<file path="config.mk">
export PLATFORM = sky130hd
export DESIGN_NAME = mac_address_text_parser_unit
export DESIGN_NICKNAME = d
export VERILOG_FILES = /design/src/hw/rtl/macp_pkg.sv /design/src/hw/rtl/macp_step.sv /design/src/hw/rtl/mac_address_text_parser_unit.sv
export VERILOG_INCLUDE_DIRS = /design/src /design/src/hw/rtl
export SDC_FILE = /design/constraint.sdc
export NUM_CORES = 1
export LEC_CHECK = 0
export BUFFER_PORTS_ARGS = -buffer_cell sky130_fd_sc_hd__buf_2
export CAP_MARGIN = 20
export CORE_MARGIN = 2
export CORE_UTILIZATION = 30
export CTS_CLUSTER_DIAMETER = 200
export DETAILED_ROUTE_END_ITERATION = 8
export GPL_ROUTABILITY_DRIVEN = 0
export SETUP_SLACK_MARGIN = 0.3
export SLEW_MARGIN = 5
export SYNTH_ARGS = -nofsm -noshare
export SYNTH_HDL_FRONTEND = slang
export SYNTH_SLANG_ARGS = --single-unit
export TNS_END_PERCENT = 10
</file>
<file path="constraint.sdc">
create_clock -name clock -period 6.25 [get_ports clock]
set_input_delay 0.3125 -clock clock [delete_from_list [all_inputs] [get_ports clock]]
set_output_delay 0.3125 -clock clock [all_outputs]
set_load 0.01 [all_outputs]
</file>
<file path="src/hw/rtl/mac_address_text_parser_unit_assert.svh">
// assertion macros for the mac address text parser
`ifndef MAC_ADDRESS_TEXT_PARSER_UNIT_ASSERT_SVH
`define MAC_ADDRESS_TEXT_PARSER_UNIT_ASSERT_SVH

// same-cycle implication, checked outside reset
`define MACP_ASSERT_NOW(name, clk, rst, ante, cons, msg) \
   name: assert property (@(posedge clk) disable iff (rst) (ante) |-> (cons)) else $error(msg);

// next-cycle implication, checked outside reset
`define MACP_ASSERT_NEXT(name, clk, rst, ante, cons, msg) \
   name: assert property (@(posedge clk) disable iff (rst) (ante) |=> (cons)) else $error(msg);

`endif

</file>
<file path="src/hw/rtl/macp_pkg.sv">
// types, constants and helper functions for the mac address text parser
`timescale 1ns / 1ps

package macp_pkg;

   localparam int AddressBytesDefault = 6;
   localparam int MacW   = 48;
   localparam int CharW  = 8;
   localparam int GroupW = 3;
   localparam int PhaseW = 2;

   // parse phase codes
   localparam logic [PhaseW-1:0] PH_FIRST  = 2'd0;
   localparam logic [PhaseW-1:0] PH_SECOND = 2'd1;
   localparam logic [PhaseW-1:0] PH_DASH   = 2'd2;

   // character codes
   localparam logic [CharW-1:0] CHR_NUL   = 8'h00;
   localparam logic [CharW-1:0] CHR_DASH  = 8'h2d;
   localparam logic [CharW-1:0] CHR_0     = 8'h30;
   localparam logic [CharW-1:0] CHR_9     = 8'h39;
   localparam logic [CharW-1:0] CHR_LA    = 8'h61;
   localparam logic [CharW-1:0] CHR_LF    = 8'h66;
   localparam logic [CharW-1:0] CHR_UA    = 8'h41;
   localparam logic [CharW-1:0] CHR_UF    = 8'h46;
   localparam logic [CharW-1:0] CHR_SPACE = 8'h20;
   localparam logic [CharW-1:0] CHR_TAB   = 8'h09;
   localparam logic [CharW-1:0] CHR_CR    = 8'h0d;
   localparam logic [CharW-1:0] HEX_ALPHA_BASE = 8'd10;

   typedef struct packed {
      logic [CharW-1:0] text_char;
      logic             string_start;
   } req_type;

   typedef struct packed {
      logic [MacW-1:0] mac_value;
      logic            parse_ok;
   } rsp_type;

   typedef struct packed {
      logic [GroupW-1:0] group_index;
      logic [PhaseW-1:0] parse_phase;
      logic [CharW-1:0]  partial_byte;
      logic              finished;
   } ctl_type;

   typedef struct packed {
      logic       ok;
      logic [3:0] val;
   } hex_type;

   function automatic hex_type hex_decode(input logic [CharW-1:0] c);
      hex_type h;
      logic [CharW-1:0] v;
      h = '0;
      v = '0;
      if (c inside {[CHR_0:CHR_9]}) begin
         v = c - CHR_0;
         h.ok = 1'b1;
      end else if (c inside {[CHR_LA:CHR_LF]}) begin
         v = c - CHR_LA + HEX_ALPHA_BASE;
         h.ok = 1'b1;
      end else if (c inside {[CHR_UA:CHR_UF]}) begin
         v = c - CHR_UA + HEX_ALPHA_BASE;
         h.ok = 1'b1;
      end
      h.val = v[3:0];
      return h;
   endfunction

   // zero byte or whitespace ends the last group
   function automatic logic is_terminator(input logic [CharW-1:0] c);
      return (c inside {CHR_NUL, CHR_SPACE, [CHR_TAB:CHR_CR]});
   endfunction

endpackage

</file>
<file path="src/hw/rtl/macp_step.sv">
// one-character parse step: next state and optional result
`timescale 1ns / 1ps

module macp_step #(
   parameter int ADDRESS_BYTES = macp_pkg::AddressBytesDefault
) (
   input  macp_pkg::req_type                 req_i,
   input  macp_pkg::ctl_type                 ctl_i,
   input  logic [ADDRESS_BYTES*8-1:0]        addr_i,
   output macp_pkg::ctl_type                 ctl_o,
   output logic [ADDRESS_BYTES*8-1:0]        addr_o,
   output logic                              emit_o,
   output macp_pkg::rsp_type                 rsp_o
);

   localparam int AddrW = ADDRESS_BYTES * 8;

   macp_pkg::ctl_type cur;
   macp_pkg::hex_type hx;
   logic [AddrW-1:0]  ad_cur;
   logic [AddrW-1:0]  stored;
   logic [AddrW-1:0]  stored_two;
   logic [7:0]        pb_two;
   logic              last;
   logic              ok;

   always_comb begin
      cur    = ctl_i;
      ad_cur = addr_i;
      if (req_i.string_start) begin
         cur    = '0;
         ad_cur = '0;
      end
      last       = (cur.group_index >= macp_pkg::GroupW'(ADDRESS_BYTES - 1));
      hx         = macp_pkg::hex_decode(req_i.text_char);
      pb_two     = {cur.partial_byte[3:0], hx.val};
      stored     = (ad_cur << 8) | AddrW'(cur.partial_byte);
      stored_two = (ad_cur << 8) | AddrW'(pb_two);

      ctl_o  = cur;
      addr_o = ad_cur;
      emit_o = 1'b0;
      ok     = 1'b0;

      if (!cur.finished) begin
         case (cur.parse_phase)
            macp_pkg::PH_SECOND: begin
               if (last) begin
                  emit_o = 1'b1;
                  if (macp_pkg::is_terminator(req_i.text_char)) begin
                     addr_o = stored;
                     ok     = 1'b1;
                  end else if (hx.ok) begin
                     addr_o = stored_two;
                     ok     = 1'b1;
                  end
               end else if (req_i.text_char == macp_pkg::CHR_DASH) begin
                  addr_o            = stored;
                  ctl_o.group_index = cur.group_index + 1'b1;
                  ctl_o.parse_phase = macp_pkg::PH_FIRST;
                  ctl_o.partial_byte = '0;
               end else if (!hx.ok) begin
                  emit_o = 1'b1;
               end else begin
                  ctl_o.partial_byte = pb_two;
                  ctl_o.parse_phase  = macp_pkg::PH_DASH;
               end
            end
            macp_pkg::PH_DASH: begin
               if (req_i.text_char != macp_pkg::CHR_DASH) begin
                  emit_o = 1'b1;
               end else begin
                  addr_o             = stored;
                  ctl_o.group_index  = cur.group_index + 1'b1;
                  ctl_o.parse_phase  = macp_pkg::PH_FIRST;
                  ctl_o.partial_byte = '0;
               end
            end
            default: begin
               // first digit of a group; unused phase code behaves the same
               if (!hx.ok) begin
                  emit_o = 1'b1;
               end else begin
                  ctl_o.partial_byte = {4'h0, hx.val};
                  ctl_o.parse_phase  = macp_pkg::PH_SECOND;
               end
            end
         endcase
      end

      if (emit_o) begin
         ctl_o.finished = 1'b1;
      end

      rsp_o.parse_ok  = ok;
      rsp_o.mac_value = ok ? macp_pkg::MacW'(addr_o) : '0;
   end

endmodule

</file>
<file path="src/hw/rtl/mac_address_text_parser_unit.sv">
// top level of the mac address text parser
`timescale 1ns / 1ps
//
// usage
// - req channel (req_valid / req_ready / req_data) carries one character per
//   transaction; string_start marks the first character of a new address
//   text, a zero byte or whitespace may end it
// - rsp channel (rsp_valid / rsp_ready / rsp_data) carries at most one
//   transaction per string: the address with parse_ok set, or zero with
//   parse_ok clear at the first malformed character
// - characters after a result, and characters before any string_start, are
//   absorbed without a response
// - a character accepted into the input register shows its result on rsp once
//   the step consumes it and loads the result register (input register, then result register)
// - throughput: one character per cycle while the result register has room;
//   the parse state (ctl_ff, addr_ff) is updated by one combinational step per character
// - when the receiver stalls with a result pending, the input register still
//   takes one more character, which then waits until rsp_ready frees the
//   result register; req_ready drops only while both registers are occupied
// - reset: synchronous, active high; both registers empty, parser idle
//   until the next string_start
//
module mac_address_text_parser_unit #(
   parameter int ADDRESS_BYTES = macp_pkg::AddressBytesDefault
) (
   input  logic              clock,
   input  logic              reset,
   input  logic              req_valid,
   output logic              req_ready,
   input  macp_pkg::req_type req_data,
   output logic              rsp_valid,
   input  logic              rsp_ready,
   output macp_pkg::rsp_type rsp_data
);

`include "mac_address_text_parser_unit_assert.svh"

   localparam int AddrW = ADDRESS_BYTES * 8;

   // input register
   logic              in_valid_ff, in_valid_in;
   macp_pkg::req_type in_ff, in_in;

   // parse state
   macp_pkg::ctl_type ctl_ff, ctl_in;
   logic [AddrW-1:0]  addr_ff, addr_in;

   // result register
   logic              rsp_valid_ff, rsp_valid_in;
   macp_pkg::rsp_type rsp_ff, rsp_in;

   // step outputs
   macp_pkg::ctl_type step_ctl;
   logic [AddrW-1:0]  step_addr;
   logic              step_emit;
   macp_pkg::rsp_type step_rsp;

   logic advance;

   macp_step #(
      .ADDRESS_BYTES(ADDRESS_BYTES)
   ) u_step (
      .req_i (in_ff),
      .ctl_i (ctl_ff),
      .addr_i(addr_ff),
      .ctl_o (step_ctl),
      .addr_o(step_addr),
      .emit_o(step_emit),
      .rsp_o (step_rsp)
   );

   // the held character is consumed once the result register has room
   assign advance   = in_valid_ff && (!rsp_valid_ff || rsp_ready);
   assign req_ready = !in_valid_ff || advance;

   always_comb begin
      in_valid_in = in_valid_ff;
      in_in       = in_ff;
      if (req_ready) begin
         in_valid_in = req_valid;
         in_in       = req_data;
      end

      ctl_in  = ctl_ff;
      addr_in = addr_ff;
      if (advance) begin
         ctl_in  = step_ctl;
         addr_in = step_addr;
      end

      // result register: load on emit, clear when taken
      rsp_in = rsp_ff;
      if (advance) begin
         rsp_valid_in = step_emit;
         if (step_emit) begin
            rsp_in = step_rsp;
         end
      end else begin
         rsp_valid_in = rsp_valid_ff && !rsp_ready;
      end
   end

   always_ff @(posedge clock) begin
      if (reset) begin
         in_valid_ff  <= 1'b0;
         rsp_valid_ff <= 1'b0;
         // parser idle until the next string_start
         ctl_ff       <= '{finished: 1'b1, default: '0};
         addr_ff      <= '0;
      end else begin
         in_valid_ff  <= in_valid_in;
         rsp_valid_ff <= rsp_valid_in;
         ctl_ff       <= ctl_in;
         addr_ff      <= addr_in;
      end
   end

   // payload registers
   always_ff @(posedge clock) begin
      in_ff  <= in_in;
      rsp_ff <= rsp_in;
   end

   assign rsp_valid = rsp_valid_ff;
   assign rsp_data  = rsp_ff;

   // a failed parse never carries an address
   `MACP_ASSERT_NOW(a_fail_zero, clock, reset, rsp_valid && !rsp_data.parse_ok,
      rsp_data.mac_value == '0, "failure result with nonzero address")

   // a held character is not overwritten while it waits
   `MACP_ASSERT_NEXT(a_in_hold, clock, reset, in_valid_ff && !advance,
      in_valid_ff && $stable(in_ff), "input register lost a waiting character")

   // every emitted result leaves the parser idle
   `MACP_ASSERT_NEXT(a_emit_idle, clock, reset, advance && step_emit,
      ctl_ff.finished && rsp_valid_ff, "parser not idle after a result")

endmodule

</file>
Word level (Yosys, flattened, before mapping)
Index checks and enable logic that the tools add are counted.
{ "totals": {"ff_bits": 122, "latchBits": 0, "ramBits": 0, "rom_bits": 0, "in_bits": 13, "memories": 0} }
{ "op_classes": {"addsub": 6, "mul": 0, "div_mod_pow": 0, "order_cmp": 9, "eq_ne": 5, "n_shift": 0, "mux": 37, "bitwise": 2, "reduce_logical": 14} }
{ "op_table": {"columns": ["operator", "count"], "rows": [
  ["2-to-1 mux 48 bit", 7],
  ["OR 48 x 8 -> 48 bit", 2],
  ["case mux 48 bit (2 select lines)", 1],
  ["2-to-1 mux 13 bit", 3],
  ["2-to-1 mux 10 bit", 3],
  ["case mux 10 bit (2 select lines)", 1],
  ["== test 8 x 6 -> 1 bit, second input constant", 2],
  ["greater-or-equal comparator 8 x 7 -> 1 bit, second input constant", 2],
  ["less-or-equal comparator 8 x 7 -> 1 bit, second input constant", 2],
  ["2-to-1 mux 1 bit", 15],
  ["2-to-1 mux 14 bit", 1],
  ["2-to-1 mux 4 bit", 3],
  ["subtractor 4 x 1 -> 4 bit, second input constant", 3],
  ["adder 4 bit, second input constant", 2],
  ["greater-or-equal comparator 8 x 4 -> 1 bit, second input constant", 1],
  ["greater-or-equal comparator 8 x 6 -> 1 bit, second input constant", 1],
  ["less-or-equal comparator 8 x 4 -> 1 bit, second input constant", 1],
  ["less-or-equal comparator 8 x 6 -> 1 bit, second input constant", 1],
  ["zero test 8 bit", 1],
  ["inequality test 8 x 6 -> 1 bit, second input constant", 1],
  ["logical AND 1 bit", 6],
  ["case mux 3 bit (2 select lines)", 1],
  ["adder 3 x 1 -> 3 bit, second input constant", 1],
  ["greater-or-equal comparator 3 bit, second input constant", 1],
  ["8 further kinds", 11]
]} }

Longest topological paths before layout
Gate-level depths: netlist of the first run.
{ "logic_depth": {"ltp_word": 11, "depth_mapped": 14} }

Cells and area by module
Synthesis of the first run repeated with hierarchy kept, for this count alone.
{ "unflattened": {"hier_cells": 1048, "hier_area_um2": 8483.1} }
{ "modules_own_cells": {"columns": ["module", "instances", "cells_each", "area_per_inst_um2", "seq_area_each_um2"], "rows": [
  ["mac_address_text_parser_unit", 1, 338, 4672.0, 3022.9],
  ["macp_step", 1, 710, 3811.2, 0.0]
]} }

Least setup slack after synthesis of the first run
OpenSTA, ideal clock, no wires.
{ "synth_path": {"path_type": "flip-flop to flip-flop", "start": "reg in_ff[0] (netlist bit)", "end": "reg rsp_ff (netlist bit rsp_data[0]), enable pin", "arrival_time_ns": 5.623, "t_required_ns": 5.731, "path_slack_ns": 0.108, "stages_incl_launch_ff": 11, "n_path_buf": 4, "period_less_slack_ns": 6.142, "cell_sequence": "edfxtp_1 > buf_2 > inv_2 > clkbuf_1 > clkbuf_1 > nand2_1 > ha_1 > clkbuf_1 > inv_1 > and2_1 > nor3_1"} }
{ "synth_between": {"elab_chain_len": 6, "word_cells_on_any_way": 8, "classes_between": "order compare: 1; eq/ne: 2; mux: 4; reduce/logical: 1"} }
{ "synth_lines": {"columns": ["element", "line", "text"], "rows": [
  ["start, declared", "mac_address_text_parser_unit.sv:42", "macp_pkg::req_type in_ff, in_in;"],
  ["start signal, assigned", "mac_address_text_parser_unit.sv:120", "in_ff <= in_in;"],
  ["2-to-1 mux 14 bit (*)", "macp_step.sv:30", "if (req_i.string_start) begin"],
  ["greater-or-equal comparator 3 bit", "macp_step.sv:34", "last = (cur.group_index >= macp_pkg::GroupW'(ADDRESS_BYTES - 1));"],
  ["2-to-1 mux 1 bit", "macp_step.sv:48", "if (last) begin"],
  ["case mux 1 bit (2 select lines)", "macp_step.sv:46", "case (cur.parse_phase)"],
  ["2-to-1 mux 1 bit (*)", "macp_step.sv:45", "if (!cur.finished) begin"],
  ["AND reduction 2 bit (no line) (*)", null, null],
  ["end signal, assigned", "mac_address_text_parser_unit.sv:121", "rsp_ff <= rsp_in;"],
  ["end, declared", "mac_address_text_parser_unit.sv:50", "macp_pkg::rsp_type rsp_ff, rsp_in;"]
]} }
Mark *: on every way between the ends. The rest lies on a longest branch, timed or not.
A chain may end at the register's enable or synchronous reset.

Final worst setup path of the first run
{ "layout_path": {"start": "reg in_ff[0] (netlist bit)", "end": "reg rsp_ff (netlist bit rsp_data[30]) (data pin)"} }
{ "layout_between": {"elab_chain_len": 7, "word_cells_on_any_way": 17, "classes_between": "order compare: 1; eq/ne: 2; mux: 12; bitwise: 2"} }
{ "layout_lines": {"columns": ["element", "line", "text"], "rows": [
  ["2-to-1 mux 48 bit", "macp_step.sv:30", null],
  ["OR 48 x 8 -> 48 bit", "macp_step.sv:38", "stored_two = (ad_cur << 8) | AddrW'(pb_two);"],
  ["2-to-1 mux 48 bit", "macp_step.sv:53", "end else if (hx.ok) begin"],
  ["2-to-1 mux 48 bit", "macp_step.sv:50", "if (macp_pkg::is_terminator(req_i.text_char)) begin"],
  ["2-to-1 mux 48 bit", "macp_step.sv:48", null],
  ["case mux 48 bit (2 select lines)", "macp_step.sv:46", null],
  ["2-to-1 mux 48 bit", "macp_step.sv:45", null]
]} }
Parallel ways exist; a longest one is shown, timed or not.

==> load_flow_metrics.sql, run 1 <==
INSERT INTO impl_metrics (metric_group, metric, value, unit) VALUES
('timing', 'worst_slew_pin_slew', '1.03', 'ns'),
('placement', 'hpwl_detailed', '12900', 'um'),
('timing', 'finalHoldViolations', '0', ''),
('power', 'vdd.ir_drop.worst', '152', 'uV'),
('cts', 'cts_inserted_buffers', '17', ''),
('yosys', 'ys_seq_area_share', '45.6', '%'),
('power', 'power.combinational.fraction', '6.9', '%'),
('power', 'clock_power_share', '48.3', '%'),
('cts', 'cts_htree_levels', '4', ''),
('timing', 'period_minus_slack', '4.44', 'ns'),
('cts', 'tritoncts', 'done', ''),
('cells_and_area', 'layout-drive-gt1-share', '15.0', '%'),
('power', 'leakage_power_total', '2.56', 'nW'),
('drt', 'detail_route.vias_per_cell', '5.75', ''),
('yosys', 'synth_top_cell_by_area', 'edfxtp_1', ''),
('cts', 'numClockSinks', '122', ''),
('timing', 'max-slew-margin-rel', '31.0', '%'),
('timing', 'finalSetupViolations', '0', ''),
('cells_and_area', 'final_core_util', '35.6', '%'),
('cts', 'clk-insertion-delay-late', '0.42', 'ns'),
('grt', 'grt.total_usage', '17.3', '%'),
('grt', 'peak_usage_layer_in_the_global_routing_report', 'met2', ''),
('cts', 'ctsLongestPathBuffers', '2', ''),
('yosys', 'synth_most_common_cell', 'nand2_1', ''),
('timing', 'finalWorstSetupSlack', '1.81', 'ns'),
('drt', 'detail-route-antenna-nets', '0', ''),
('cells_and_area', 'final_net_count', '842', ''),
('drt', 'drc_errors', '0', ''),
('placement', 'port-buffer-count', '63', ''),
('power', 'total_power', '1.98', 'mW'),
('flow_run', 'maxCapViolations', '0', ''),
('drt', 'postRouteWirelength', '20300', 'um'),
('cells_and_area', 'finalNonFillerCells', '1113', ''),
('timing', 'final_hold_slack', '0.0681', 'ns'),
('yosys', 'synth_nets', '808', ''),
('power', 'p_int', '1.49', 'mW'),
('drt', 'drt_iter0_drc', '745', ''),
('timing', 'rsz0062_at_grt', 'no', ''),
('power', 'power.sequential.fraction', '44.8', '%'),
('yosys', 'syn_avg_cell_area', '8.44', 'um2'),
('drt', 'drtPass1Iterations', '6', ''),
('grt', 'met1_usage', '23.0', '%'),
('power', 'sw_frac_of_total', '24.7', '%'),
('cts', 'hold_buffers', '0', ''),
('yosys', 'synth_top_cells_by_area', 'edfxtp_1 (26%), dfxtp_1 (19%), a21oi_1 (7.5%)', ''),
('timing', 'report.final.slew_viol_count', '0', ''),
('timing', 'timing.setup.tns', '0', 'ns'),
('yosys', 'syn_inst', '786', ''),
('yosys', 'dominantRegCellSynth', 'dfxtp_1', ''),
('cts', 'cts_post_setup_buffers_inserted', '0', ''),
('yosys', 'synth.top_cell.area_share', '26.3', '%'),
('setup_path', 'startpoint_type', 'flop', ''),
('floorplanning', 'initial_util', '30.5', '%'),
('grt', 'grt_use_met2', '27.0', '%'),
('grt', 'grt_pass1_vias', '6017', ''),
('grt', 'met3_usage', '4.12', '%'),
('yosys', 'synthDistinctLibCells', '62', ''),
('yosys', 'post_synth_arst_share', '0', '%'),
('setup_path', 'timing.setup.critical_path_class', 'flop to flop', ''),
('yosys', 'synth_edf_count', '58', ''),
('setup_path', 'crit_arrival', '4.67', 'ns'),
('setup_path', 'worst-endpoint-required', '6.48', 'ns'),
('grt', 'grt_antenna_before_repair', '0', ''),
('yosys', 'synthesis.area', '6630', 'um2'),
('floorplanning', 'design.die.area', '23300', 'um2'),
('cells_and_area', 'nFillCells', '2247', ''),
('power', 'power_per_cell_area', '255', 'nW/um2'),
('cells_and_area', 'num_antenna_cells', '0', ''),
('timing', 'clock-skew-final', '0.00902', 'ns'),
('run_status', 'run_status', 'completed', ''),
('floorplanning', 'coreArea', '21800', 'um2');
## critical path, cell delays in order, from the launching register on
cell	delay [ns]
edfxtp_1	0.70
inv_2	0.89
nand2_1	0.22
inv_1	0.11
ha_1	0.39
nor2_1	0.36
buf_4	0.34
and2_1	0.48
buf_4	0.35
o22ai_1	0.16
a21oi_1	0.24
## layout by cell type (no fill, tap or decap), types with 18 or more instances in the layout
cell / n
o22ai_1: 37
a22o_1: 18
a31oi_1: 37
edfxtp_1: 58
o21ai_0: 91
nor2_1: 60
dfxtp_1: 64
buf_2: 63
nand2_1: 110
a21oi_1: 99
## layer usage
metal / wire [um] / part of all wire [%] / vias to the layer above
li1: - / - / 3019
met1: 9000 / 44 / 3027
met2: 9270 / 46 / 307
met3: 1510 / 7.4 / 44
met4: 568 / 2.8 / 0
met5: 0 / 0 / -
## worst paths after layout
path / startpoint / to / slack [ns] / cells after the start
worst max-delay path: in_ff[0] / rsp_data[30] / 1.81 / 10
worst min-delay path: req_data[6] / in_ff[6] / 0.07 / 1
worst max register to register: in_ff[0] / rsp_data[30] / 1.81 / 10
worst min register to register: ctl_ff[1] / ctl_ff[1] / 0.46 / 2
## registers in the layout, summed over array words and instances (netlist names)
name / count
rsp_valid: 1
ctl_ff: 14
rsp_data: 49
in_ff: 9
in_valid_ff: 1
addr_ff: 48
## layout make-up
type	instances	area (um2)	share of cell area, %
clock buffer	20	437	5.63
clock inverter	12	126	1.63
inverter	12	45.0	0.581
multi-input combinational	592	3370	43.4
sequential	122	3020	39.0
tap	280	350	4.52
timing repair buffer	75	405	5.23
## logic make-up (layout without fill, tap and decap cells)
| family | after synthesis | after routing | synth area share, % |
|---|---|---|---|
| AOI/OAI and AO/OA | 338 | 338 | 31.2 |
| xor gates and xnor gates | 1 | 1 | 0.132 |
| adders and majority gates | 9 | 9 | 1.70 |
| buffers and inverters | 72 | 119 | 4.32 |
| DFF | 122 | 122 | 45.6 |
| muxes | 8 | 8 | 1.26 |
| and+or+nand+nor | 236 | 236 | 15.9 |
## power groups by stage
stage                     Combinational, mW  Clock, mW  Sequential, mW
after floorplan                      0.0939          0           0.897
after global placement                0.132          0           0.902
after detailed placement              0.135          0           0.902
after CTS                             0.136      0.968           0.885
after global routing                  0.151       1.01           0.889
final                                 0.137      0.954           0.886
Power figures use the tool's default switching activity.
==> inputs of run 2 (changes only) <==
--- a/config.mk
+++ b/config.mk
@@ -6,6 +6,7 @@
 export SDC_FILE = /design/constraint.sdc
 export NUM_CORES = 1
 export LEC_CHECK = 0
+export ABC_AREA = 1
 export BUFFER_PORTS_ARGS = -buffer_cell sky130_fd_sc_hd__buf_2
 export CAP_MARGIN = 20
 export CORE_MARGIN = 2
==> constraint.sdc (replaced) <==
create_clock -name clock -period 4.1 [get_ports clock]
set_input_delay 0.205 -clock clock [delete_from_list [all_inputs] [get_ports clock]]
set_output_delay 0.205 -clock clock [all_outputs]
set_load 0.01 [all_outputs]
==> load_flow_metrics.sql, run 2 <==
INSERT INTO impl_metrics (metric_group, metric, value, unit) VALUES
('setup_path', 'worst-endpoint-required', '4.21', 'ns'),
('yosys', 'synth_edf_count', '58', ''),
('floorplanning', 'io_pins', '64', ''),
('cts', 'numClockSinks', '122', ''),
('setup_path', 'rr_startpoint', 'in_ff[0]', ''),
('cells_and_area', 'final_net_count', '1231', ''),
('power', 'total_power', '3.53', 'mW'),
('yosys', 'ys_ff_latch', '122', ''),
('drt', 'postRouteWirelength', '22700', 'um'),
('cts', 'hold_buffers', '9', ''),
('grt', 'global_route_wire_length_before_repair', '37500', 'um'),
('timing', 'timing.setup.tns', '0', 'ns'),
('grt', 'grt_antenna_before_repair', '0', ''),
('yosys', 'synth_warnings', '0', ''),
('setup_path', 'crit_arrival', '3.37', 'ns'),
('floorplanning', 'die_w', '167', 'um'),
('cts', 'tritoncts', 'done', ''),
('cts', 'cts_htree_levels', '4', ''),
('placement', 'numPlacedInstances', '1516', ''),
('floorplanning', 'floorplan.die.height', '167', 'um'),
('yosys', 'synth_top_cell_by_area', 'edfxtp_1', ''),
('hold_path', 'hold_path_startpoint', 'req_valid', ''),
('cells_and_area', 'leading_cell_type_in_the_layout_fill_and_taps_excluded', 'nand2_1', ''),
('floorplanning', 'coreArea', '26100', 'um2'),
('yosys', 'synth.top_cell.area_share', '21.8', '%'),
('placement', 'port-buffer-count', '63', ''),
('drt', 'drc_errors', '2', ''),
('drt', 'drt_iter0_drc', '738', ''),
('floorplanning', 'std_cell_rows', '59', ''),
('timing', 'clock-skew-final', '0.0137', 'ns'),
('floorplanning', 'initial_util', '30.6', '%'),
('timing', 'finalHoldViolations', '0', ''),
('placement', 'hpwl_detailed', '15100', 'um'),
('timing', 'rsz0062_at_grt', 'no', ''),
('cts', 'clk-insertion-delay-late', '0.43', 'ns'),
('run_status', 'run_status', 'finished with violations', ''),
('drt', 'drtPass1Iterations', '7', ''),
('cts', 'cts_inserted_buffers', '17', ''),
('cts', 'path_clk_slew', '0.05', 'ns'),
('run_status', 'failed_checks', 'design-rule violations', ''),
('cts', 'cts_post_setup_buffers_inserted', '0', ''),
('cells_and_area', 'final_core_util', '35.5', '%'),
('drt', 'detail-route-antenna-nets', '0', ''),
('power', 'vdd.ir_drop.worst', '243', 'uV'),
('yosys', 'synth_most_common_cell', 'nand2_1', ''),
('yosys', 'synth_nets', '1199', ''),
('setup_path', 'timing.setup.critical_path_class', 'flop to flop', ''),
('timing', 'finalSetupViolations', '0', ''),
('grt', 'maximum_number_of_pins_on_one_net_before_global_route_repair', '58', ''),
('cells_and_area', 'area.growth.synth_to_final', '15.9', '%'),
('cts', 'ctsLongestPathBuffers', '2', ''),
('yosys', 'post_synth_arst_share', '0', '%'),
('floorplanning', 'design.die.area', '28000', 'um2'),
('cts', 'post_cts_resize_count', '0', ''),
('setup_path', 'startpoint_type', 'flop', ''),
('setup_path', 'crit_fanout', '36', ''),
('timing', 'report.final.slew_viol_count', '0', ''),
('grt', 'overflow', '0', ''),
('yosys', 'dominantRegCellSynth', 'dfxtp_1', ''),
('cells_and_area', 'layout-drive-gt1-share', '16.0', '%'),
('yosys', 'synthesis.area', '8000', 'um2'),
('cells_and_area', 'flip_flop_count_of_the_largest_register_all_copies_and_words_added', '49', ''),
('cts', 'cts_root_buffer', 'clkbuf_16', ''),
('setup_path', 'crit_path_start', 'in_ff[0]', ''),
('yosys', 'syn_inst', '1177', ''),
('drt', 'detail_route.vias_per_cell', '4.99', ''),
('yosys', 'ys_seq_area_share', '37.8', '%'),
('power', 'leakage_power_total', '4.42', 'nW'),
('yosys', 'yosys-top-cells-count', 'nand2_1 (333), o21ai_0 (158), nor2_1 (154)', ''),
('cells_and_area', 'layout_common_cells', 'nand2_1 (333), o21ai_0 (158), nor2_1 (154), inv_1 (92), dfxtp_1 (64)', ''),
('timing', 'finalCritPeriodShare', '79.6', '%'),
('drt', 'drt_wl_cell', '14.6', 'um'),
('timing', 'worst_slew_pin_slew', '0.794', 'ns'),
('yosys', 'synthDistinctLibCells', '35', ''),
('timing', 'achievable-frequency', '306', 'MHz'),
('hold_path', 'hp-class', 'primary input to flop', ''),
('timing', 'max-slew-margin-rel', '47.0', '%'),
('yosys', 'syn_avg_cell_area', '6.80', 'um2'),
('timing', 'period_minus_slack', '3.26', 'ns'),
('grt', 'grt.total_usage', '16.4', '%'),
('power', 'power_per_cell_area', '380', 'nW/um2'),
('cells_and_area', 'num_antenna_cells', '0', ''),
('yosys', 'synth_top_cells_by_area', 'edfxtp_1 (22%), dfxtp_1 (16%), nand2_1 (16%)', ''),
('grt', 'grt_pass1_vias', '7224', ''),
('flow_run', 'maxCapViolations', '0', ''),
('setup_path', 'critPathCaptureType', 'flop', ''),
('cells_and_area', 'finalNonFillerCells', '1557', ''),
('drt', 'num_vias', '7771', '');
==> run 2: cell types whose count changed after synthesis, sizes merged, moves of 18 or more <==
cell   previous run  this run
a22o             18         0
nand2           110       339
a31oi            37         4
nor2             61       162
buf              13        35
nand3            17        43
o22ai            37         1
o21ai            97       191
inv              12       100
==> run 2: layer usage <==
| layer | vias to the layer above | global-route usage (%) | routed length, um |
|---|---|---|---|
| met3 | 32 | 2.88 | 1190 |
| met4 | 0 | 5.94 | 532 |
| li1 | 3905 | - | - |
| met1 | 3592 | 22.4 | 10700 |
| met2 | 242 | 26.1 | 10300 |
| met5 | - | 0 | 0 |
==> run 2: path summary, 6_finish.rpt <==
path,endpoint,slack (ns),depth (start not counted)
worst min-delay path,in_valid_ff,0.03,3
worst max register to register,rsp_data[21],0.84,12
worst min register to register,addr_ff[47],0.47,2
worst max-delay path,rsp_data[21],0.84,12
==> run 2: power by group <==
group / switching (mW) / total, mW / leakage [nW] / internal (mW)
clock network: 0.586 / 1.77 / 0.333 / 1.19
logic: 0.284 / 0.401 / 2.93 / 0.117
registers: 0.0282 / 1.35 / 1.15 / 1.32
==> run 2: cell type report <==
| type | count | area, um2 |
|---|---|---|
| clock inverters | 11 | 215 |
| fillers | 2811 | 16900 |
| well taps | 335 | 419 |
| flip-flops and latches | 122 | 3020 |
| repair buffers | 91 | 573 |
| clock buffers | 21 | 470 |
| inverters | 103 | 389 |
| multi-input cells | 874 | 4190 |
==> run 2: logic make-up (layout without fill, tap and decap cells) <==
logic type	after synthesis	count (layout)	share of synthesized area, %
buffers and inverters	181	226	9.90
AOI/OAI and AO/OA	315	315	23.0
xor gates and xnor gates	1	1	0.109
and+or+nand+nor	549	549	27.8
DFF	122	122	37.8
adders and majority gates	9	9	1.41
==> run 2: per-stage QoR <==
stage          worst slack, ns  hold WS [ns]  cell area [um2]
2_1_floorplan            0.657         0.304             8000
3_3_place_gp              1.02         0.384             8500
3_5_place_dp             0.869         0.383             8500
4_1_cts                  0.857        0.0155             9280
5_1_grt                  0.553        0.0672             9280
6_report                 0.836        0.0271             9280
==> run 2: critical path, cell delays in order, from the launching register on <==
cell and delay (ns):
edfxtp_1 0.55, clkinv_2 0.40, nand2_1 0.22, ha_1 0.27
inv_1 0.14, nor2_8 0.29, inv_2 0.06, nand2_1 0.08
a21oi_1 0.08, nor2_1 0.12, nand2_1 0.11, inv_2 0.30
buf_12 0.28
